### src/fxa_pkg.sv
// Package for the fixed-point ALU: opcodes, request/result structs, helpers.
// No dependencies.
`timescale 1ns / 1ps
`default_nettype none
package fxa_pkg;

    localparam int DEF_FRAC_BITS = 8;
    localparam int WORD_W = 32;

    typedef enum logic [3:0] {
        FN_ADD  = 4'd0,
        FN_SUB  = 4'd1,
        FN_MUL  = 4'd2,
        FN_DIV  = 4'd3,
        FN_GT   = 4'd4,
        FN_LT   = 4'd5,
        FN_GE   = 4'd6,
        FN_LE   = 4'd7,
        FN_EQ   = 4'd8,
        FN_NE   = 4'd9,
        FN_MIN  = 4'd10,
        FN_MAX  = 4'd11,
        FN_INC  = 4'd12,
        FN_DEC  = 4'd13,
        FN_FROM = 4'd14,
        FN_TO   = 4'd15
    } t_func;

    typedef struct packed {
        t_func              func;
        logic signed [31:0] operand_a;
        logic signed [31:0] operand_b;
    } t_req;

    typedef struct packed {
        logic signed [31:0] result_value;
        logic               compare_true;
        logic               div_zero;
        logic               overflow;
    } t_res;

    // per-request sideband that travels alongside the divider
    typedef struct packed {
        logic        valid;
        t_func       func;
        logic        neg;
        logic        dz;
        logic        cmp;
        logic        ov;
        logic [31:0] res;
    } t_side;

    localparam logic [31:0] POS_MAX = 32'h7FFF_FFFF;
    localparam logic [31:0] NEG_MIN = 32'h8000_0000;

    // {ov, value} from a 33-bit signed sum
    function automatic logic [32:0] sat33(input logic [32:0] s);
        if (s[32] != s[31]) begin
            return {1'b1, (s[32] ? NEG_MIN : POS_MAX)};
        end
        return {1'b0, s[31:0]};
    endfunction

    // {ov, value} from sign and magnitude
    function automatic logic [32:0] clamp_mag(input logic neg, input logic [63:0] mag);
        logic [63:0] t;
        t = 64'd0 - mag;
        if (neg) begin
            if (mag > 64'h0000_0000_8000_0000) begin
                return {1'b1, NEG_MIN};
            end
            return {1'b0, t[31:0]};
        end
        if (mag > 64'h0000_0000_7FFF_FFFF) begin
            return {1'b1, POS_MAX};
        end
        return {1'b0, mag[31:0]};
    endfunction

endpackage
`default_nettype wire

### src/fxa_front.sv
// Front stages: input register, simple ops and multiply, multiply rounding.
// Depends on fxa_pkg.
`timescale 1ns / 1ps
`default_nettype none
module fxa_front #(
    parameter int FRAC_BITS = fxa_pkg::DEF_FRAC_BITS,
    parameter int NW        = 32 + FRAC_BITS
) (
    input  wire                i_clk,
    input  wire                i_rst_n,
    input  wire                i_valid,
    input  wire fxa_pkg::t_req i_req,
    output fxa_pkg::t_side     o_side,
    output logic [NW-1:0]      o_num,
    output logic [31:0]        o_den
);
    import fxa_pkg::*;

    localparam logic [63:0] HALF = (64'd1 << FRAC_BITS) >> 1;

    // stage 1
    logic        r1_v;
    t_req        r1_req;
    logic [31:0] r1_ma, r1_mb;

    always_ff @(posedge i_clk) begin
        if (!i_rst_n) begin
            r1_v <= 1'b0;
        end else begin
            r1_v <= i_valid;
        end
        r1_req <= i_req;
        r1_ma  <= i_req.operand_a[31] ? 32'd0 - i_req.operand_a : i_req.operand_a;
        r1_mb  <= i_req.operand_b[31] ? 32'd0 - i_req.operand_b : i_req.operand_b;
    end

    // stage 2
    t_side       n2_side, r2_side;
    logic [63:0] r2_prod;
    logic [NW-1:0] r2_num;
    logic [31:0] r2_den;

    logic signed [31:0] a, b;
    logic [32:0] s_add, s_sub, s_inc, s_dec;
    logic signed [63:0] w_from;

    always_comb begin
        a = $signed(r1_req.operand_a);
        b = $signed(r1_req.operand_b);
        s_add  = sat33({a[31], a} + {b[31], b});
        s_sub  = sat33({a[31], a} - {b[31], b});
        s_inc  = sat33({a[31], a} + 33'd1);
        s_dec  = sat33({a[31], a} - 33'd1);
        w_from = 64'(a) <<< FRAC_BITS;
        n2_side       = '0;
        n2_side.valid = r1_v;
        n2_side.func  = r1_req.func;
        n2_side.neg   = a[31] ^ b[31];
        n2_side.dz    = (r1_req.func == FN_DIV) && (b == 32'sd0);
        case (r1_req.func)
            FN_ADD: {n2_side.ov, n2_side.res} = s_add;
            FN_SUB: {n2_side.ov, n2_side.res} = s_sub;
            FN_INC: {n2_side.ov, n2_side.res} = s_inc;
            FN_DEC: {n2_side.ov, n2_side.res} = s_dec;
            FN_GT:  n2_side.cmp = a > b;
            FN_LT:  n2_side.cmp = a < b;
            FN_GE:  n2_side.cmp = a >= b;
            FN_LE:  n2_side.cmp = a <= b;
            FN_EQ:  n2_side.cmp = a == b;
            FN_NE:  n2_side.cmp = a != b;
            FN_MIN: n2_side.res = (a < b) ? a : b;
            FN_MAX: n2_side.res = (a > b) ? a : b;
            FN_FROM: begin
                if (w_from[63:31] != {33{w_from[63]}}) begin
                    n2_side.ov  = 1'b1;
                    n2_side.res = a[31] ? NEG_MIN : POS_MAX;
                end else begin
                    n2_side.res = w_from[31:0];
                end
            end
            FN_TO:  n2_side.res = a >>> FRAC_BITS;
            default: n2_side.res = 32'd0;
        endcase
    end

    always_ff @(posedge i_clk) begin
        if (!i_rst_n) begin
            r2_side.valid <= 1'b0;
        end else begin
            r2_side <= n2_side;
        end
        r2_prod <= 64'(r1_ma) * 64'(r1_mb);
        r2_num  <= NW'(r1_ma) << FRAC_BITS;
        r2_den  <= r1_mb;
    end

    // stage 3: multiply rounding and saturation
    t_side       n3_side, r3_side;
    logic [63:0] m_rnd;

    always_comb begin
        m_rnd   = (r2_prod + HALF) >> FRAC_BITS;
        n3_side = r2_side;
        if (r2_side.func == FN_MUL) begin
            {n3_side.ov, n3_side.res} = clamp_mag(r2_side.neg, m_rnd);
        end
    end

    always_ff @(posedge i_clk) begin
        if (!i_rst_n) begin
            r3_side.valid <= 1'b0;
        end else begin
            r3_side <= n3_side;
        end
        o_num <= r2_num;
        o_den <= r2_den;
    end

    assign o_side = r3_side;

endmodule
`default_nettype wire

### config.mk
export PLATFORM = sky130hd
export DESIGN_NAME = fxa_front
export DESIGN_NICKNAME = d
export VERILOG_FILES = /design/src/fxa_pkg.sv /design/src/fxa_front.sv
export SDC_FILE = /design/constraint.sdc
export NUM_CORES = 2
export LEC_CHECK = 0
export CAP_MARGIN = 20
export CORE_ASPECT_RATIO = 2
export CORE_MARGIN = 4
export CORE_UTILIZATION = 50
export DETAILED_ROUTE_END_ITERATION = 16
export DONT_BUFFER_PORTS = 1
export GPL_ROUTABILITY_DRIVEN = 0
export HOLD_SLACK_MARGIN = 0.1
export MAX_ROUTING_LAYER = met4
export PLACE_DENSITY_LB_ADDON = 0.1
export SYNTH_ARGS = -nofsm -noshare
export SYNTH_HDL_FRONTEND = slang
export SYNTH_SLANG_ARGS = --single-unit
### constraint.sdc
create_clock -name i_clk -period 8.4 [get_ports i_clk]
set_input_delay 0.42 -clock i_clk [delete_from_list [all_inputs] [get_ports i_clk]]
set_output_delay 0.42 -clock i_clk [all_outputs]
set_load 0.01 [all_outputs]
Word-level counts from Yosys, hierarchy flattened
Index checks and enable logic that the tools add are counted.
{"block": "classes", "add_sub_neg": 8, "mul": 1, "magnitude_cmp": 6, "eq_ne": 22, "muxes": 41, "n_bitwise": 1, "n_reduce_logical": 3}
{"op": "$mux 33", "count": 15}
{"op": "$mux 32", "count": 8}
{"op": "$pmux 32 s8", "count": 1}
{"op": "$sub 1x32->32 const A", "count": 3}
{"op": "$add 64x8->64 const B", "count": 1}
{"op": "$mul 32x32->64", "count": 1}
{"op": "$mux 31", "count": 2}
{"op": "$gt 56x31->1 const B", "count": 1}
{"op": "$gt 56x32->1 const B", "count": 1}
{"op": "$add 32x2->33 const B", "count": 1}
{"op": "$add 32x32->33", "count": 1}
{"op": "$sub 32x2->33 const B", "count": 1}
{"op": "$sub 32x32->33", "count": 1}
{"op": "$eq 32x32->1", "count": 1}
{"op": "$eq 4x4->1 const B", "count": 8}
{"op": "$ge 32x32->1", "count": 1}
{"op": "$gt 32x32->1", "count": 1}
{"op": "$le 32x32->1", "count": 1}
{"op": "$logic_not 32->1", "count": 1}
{"op": "$lt 32x32->1", "count": 1}
{"op": "$ne 32x32->1", "count": 1}
{"op": "$eq 4x3->1 const B", "count": 4}
{"op": "$mux 1", "count": 13}
{"op": "$eq 4x2->1 const B", "count": 2}
{"op": "other kinds (8)", "count": 11}
{"block": "totals", "reg_bits": 407, "inputBits": 71, "out_inout_bits": 113}

Depth between registers and ports, before layout
{"block": "logic_depth", "ltp_word": 11, "mapped_depth": 29, "depth_no_buf": 28}

Worst setup path before layout
No wires, ideal clock.
{"block": "synth_timing", "path_type": "register to register", "startpoint": "reg r1_mb[10]", "endpoint": "reg r2_prod[56]", "setup_time_ns": 0.091, "arrival_ns": 6.948, "slack_ns": 1.361, "path_stages_with_launch": 25, "path_buffers": 2, "period_less_slack_ns": 7.039, "cell_sequence": "dfxtp_1 > clkbuf_1 > and2_1 > fa_1 > fa_1 > inv_1 > fa_1 > fa_1 > inv_1 > fa_1 > fa_1 > fa_1 > fa_1 > ha_1 > clkbuf_1 > a21o_1 > a21o_1 > a21oi_1 > o221ai_1 > a21oi_1 > a21oi_1 > o21ai_0 > a21oi_1 > o2111a_1 > a311oi_1"}
{"block": "synth_via", "elab_chain_cells": 1}
{"item": "from (decl)", "line_no": "fxa_front.sv:24", "source": "logic [31:0] r1_ma, r1_mb;"}
{"item": "from (signal assigned)", "line_no": "fxa_front.sv:34", "source": "r1_mb <= i_req.operand_b[31] ? 32'd0 - i_req.operand_b : i_req.operand_b;"}
{"item": "$mul 32x32->64", "line_no": "fxa_front.sv:92", "source": "r2_prod <= 64'(r1_ma) * 64'(r1_mb);"}
{"item": "to (signal assigned)", "line_no": "fxa_front.sv:92"}
{"item": "to (decl)", "line_no": "fxa_front.sv:39", "source": "logic [63:0] r2_prod;"}
Every way passes these cells.
A chain may end at the register's enable or synchronous reset.

Final worst setup path
{"block": "layout_timing", "startpoint": "reg r1_mb[20]", "endpoint": "reg r2_prod[63]"}
The elaborated chain is that of the path after synthesis.

==> flow_metrics.env <==
export IMPL_outcome="finished with violations"
export IMPL_violations="max-slew violations"
export IMPL_grt_pass1_vias=46722
export IMPL_drc=0
export IMPL_synth_cell_types=86
export IMPL_setup_tns_ns=0
export IMPL_synth_top_cell_area_share_pct=33.6
export IMPL_finalCritPeriodShare_pct=96.0
export IMPL_first_pass_iters=6
export IMPL_synthArstFlopShare_pct=0
export IMPL_insertion_delay_ns=0.66
export IMPL_vias_per_cell=5.89
export IMPL_synth_xor_area_share_pct=4.26
export IMPL_n_fill_cell=9941
export IMPL_timing_hold_ws_ns=0.136
export IMPL_cts_setup_buffers=0
export IMPL_numClockSinks=398
export IMPL_critPathBufInv=5
export IMPL_die_area_sq_mm=0.113
export IMPL_synth_fa_ha_area_share_pct=41.4
export IMPL_hold_violations=0
export IMPL_holdPathEnd="r1_ma[23]"
export IMPL_grt_antenna_before_repair=16
export IMPL_hold_depth=3
export IMPL_cts_htree_levels=2
export IMPL_ys_flop_type="dfxtp_1"
export IMPL_yosysWarnings=0
export IMPL_setup_violations=0
export IMPL_max_cap_violations=0
export IMPL_final_setup_skew_ns=0.0923
export IMPL_fmax_mhz=124
export IMPL_wire_per_inst_microns=26.4
export IMPL_grt_overflow_total=0
export IMPL_synth_edf_count=80
export IMPL_crit_arrival_ns=8.56
export IMPL_grt_pass1_wl_microns=288000
export IMPL_r2r_setup_slack_ns=0.34
export IMPL_cpLargestDelayFamily="adder cells"
export IMPL_synth_compound_area_share_pct=9.28
export IMPL_hold_path_class="in -> reg"
export IMPL_slowest_stage="dfxtp_1"
export IMPL_worstRegToRegCells=25
export IMPL_root_buffer="clkbuf_16"
export IMPL_worstReg2RegEnd="r2_prod[63]"
export IMPL_worst_slew_pin_slew_ns=1.55
export IMPL_multi_input_area_sq_mm=0.0397
export IMPL_muxShareOfSynthArea_pct=0.379
export IMPL_syn_inst=5944
export IMPL_path_clk_slew_ns=0.07
export IMPL_min_delay_start="i_req[54]"
export IMPL_drt_wl_total_microns=193000
export IMPL_netlist_area_sq_mm=0.0535
export IMPL_yosysTopAreaCell="fa_1"
export IMPL_slew_violations=1
export IMPL_fin_crit_ns=8.06
export IMPL_required_ns=8.89
export IMPL_area_delta_synth_final_pct=8.18
export IMPL_initial_core_util_pct=50.4
export IMPL_pin_count=184
export IMPL_hpwl_microns=154000
export IMPL_cts_tree="done"
export IMPL_coreArea_sq_mm=0.106
export IMPL_critical_path_class="reg -> reg"
export IMPL_regArea_sq_mm=0.00877
export IMPL_rsz0062_at_grt="false"
export IMPL_r2r_start="r1_mb[20]"
export IMPL_die_w_microns=239
export IMPL_critPathMostFrequentCell="fa_1"
export IMPL_fin_nets=7204
export IMPL_grt_max_degree=84
export IMPL_drt_iter0_markers=3049
export IMPL_slew_headroom_pct=-3.66
export IMPL_die_h_microns=471
export IMPL_grtUsageTotal_pct=35.6
export IMPL_yosys_area_share_simple_pct=18.8
export IMPL_path_max_fanout=14
export IMPL_cts_buffers=41
export IMPL_synthTopCellsByArea="fa_1 (34%), dfxtp_1 (12%), ha_1 (7.8%)"
export IMPL_placementRows=169
export IMPL_start_kind="register"
export IMPL_cp_end_kind="register"
export IMPL_ys_ff_latch=398
export IMPL_drtAntennaViolNets=0
export IMPL_clk_path_buf_depth=3
export IMPL_cpPeakStageDelay_ns=0.90
export IMPL_vias=43064
export IMPL_drive_above_1_share_pct=5.48
export IMPL_yosysSeqAreaShare_pct=16.4
export IMPL_syn_area_per_cell_sq_um=9.00
export IMPL_synth_top_family_by_area="adder cells"
export IMPL_portBuffers=0
stage by stage:
| stage | instance area (sq um) | cells | utilization (%) | setup slack, ns |
|---|---|---|---|---|
| floorplan | 53500 | 5951 | - | 1.36 |
| global placement | 55600 | 7151 | 52.4 | 0.392 |
| detailed placement | 55600 | 7151 | 52.4 | 0.354 |
| CTS | 57700 | 7295 | 54.4 | 0.240 |
| global route | 57900 | 7315 | 54.5 | 0.0148 |
| finish | 57900 | 7316 | 54.5 | 0.336 |
worst max path at each step:
stage / end / cells past startpoint / start / slack, ns
global placement: r2_prod[62] / 24 / r1_mb[9] / 0.39
CTS: r2_prod[63] / 24 / r1_mb[9] / 0.24
global route: r2_prod[48] / 26 / r1_ma[1] / 0.01
finish: r2_prod[63] / 25 / r1_mb[20] / 0.34
detailed placement: r2_prod[48] / 25 / r1_ma[7] / 0.35
floorplan: r2_prod[56] / 24 / r1_mb[10] / 1.36
registers in the layout, indices dropped and copies added (netlist names):
signal and flops:
a 32, b 32, n2_side 4, n3_side 8, o_den 32, o_num 32
o_side 41, r1_ma 31, r1_mb 31, r1_v 1, r2_den 32, r2_num 32
r2_prod 57, r2_side 33
worst min-delay path: stages:
cell and delay, ns:
or3_1 0.12, nand2_1 0.08, xnor2_1 0.13
cell usage after synthesis (24+ instances only):
library cell  instances
o21ai_0             180
nand3_1              96
or3_1                31
a31oi_1              35
inv_1               979
a21oi_1             165
and2_1              620
a21o_1               72
clkbuf_1            318
dfxtp_1             318
and3_1               33
nor2_1              180
o31ai_1              34
xor2_1               71
edfxtp_1             80
o211ai_1             30
nor3_1               81
nand4_1              73
xnor2_1             189
ha_1                334
nand2_1             652
nor4_1               42
a221oi_1             37
nand2b_1             25
fa_1                897
o21bai_1             24
placed cells by master, fill, tap and decap left out, types with 15 or more instances in the layout:
cell type	count
a211oi_1	16
a21o_1	72
a21oi_1	165
a221oi_1	36
a31oi_1	35
and2_1	620
and3_1	33
and4_1	22
buf_12	28
buf_4	158
clkbuf_16	42
dfxtp_1	313
diode_2	15
dlygate4sd3_1	69
edfxtp_1	80
fa_1	897
ha_1	334
inv_1	979
mux2i_1	18
nand2_1	652
nand2b_1	25
nand3_1	96
nand4_1	73
nor2_1	180
nor2b_1	22
nor3_1	81
nor4_1	42
o211ai_1	30
o21ai_0	180
o21ai_1	16
o21bai_1	24
o31ai_1	34
or2_2	19
or3_1	31
or4_1	15
xnor2_1	188
xor2_1	71
per-layer routing:
layer / routed length, microns / vias to the layer above / GRT usage [%]
met2: 101000 / 1843 / 61.7
met5: 0 / - / -
met3: 11000 / 955 / 7.10
li1: - / 18704 / -
met1: 58300 / 21562 / 32.0
met4: 23000 / 0 / 32.5
cells by family (layout without fill, tap and decap cells):
group / Yosys count / in the layout
buffers and inverters: 1333 / 1315
adder cells (fa/ha/maj): 1231 / 1231
AND/OR/NAND/NOR: 1944 / 1944
AO/OA/AOI/OAI: 757 / 757
multiplexers: 20 / 20
other: 1 / 23
XOR/XNOR: 260 / 260
flip-flops: 398 / 398
repair_timing:
| item | in CTS | in global routing |
|---|---|---|
| endpoints found under the hold margin | 211 | 0 |
| hold buffers | 70 | 0 |
| setup endpoints to repair | 0 | 8 |
| resized for setup | 0 | 4 |
final cells by class:
type / instances / area share [%]
antenna: 15 / 0.0649
inverter: 980 / 6.36
multi-input combinational: 4220 / 68.7
sequential: 398 / 15.2
clock buffer: 49 / 1.91
clock inverter: 25 / 0.521
timing repair buffer: 261 / 4.37
tap: 1368 / 2.96
Power is left out: the tool's default activity adds up to more than one toggle a clock period on the data nets, which glitch-free logic cannot reach.
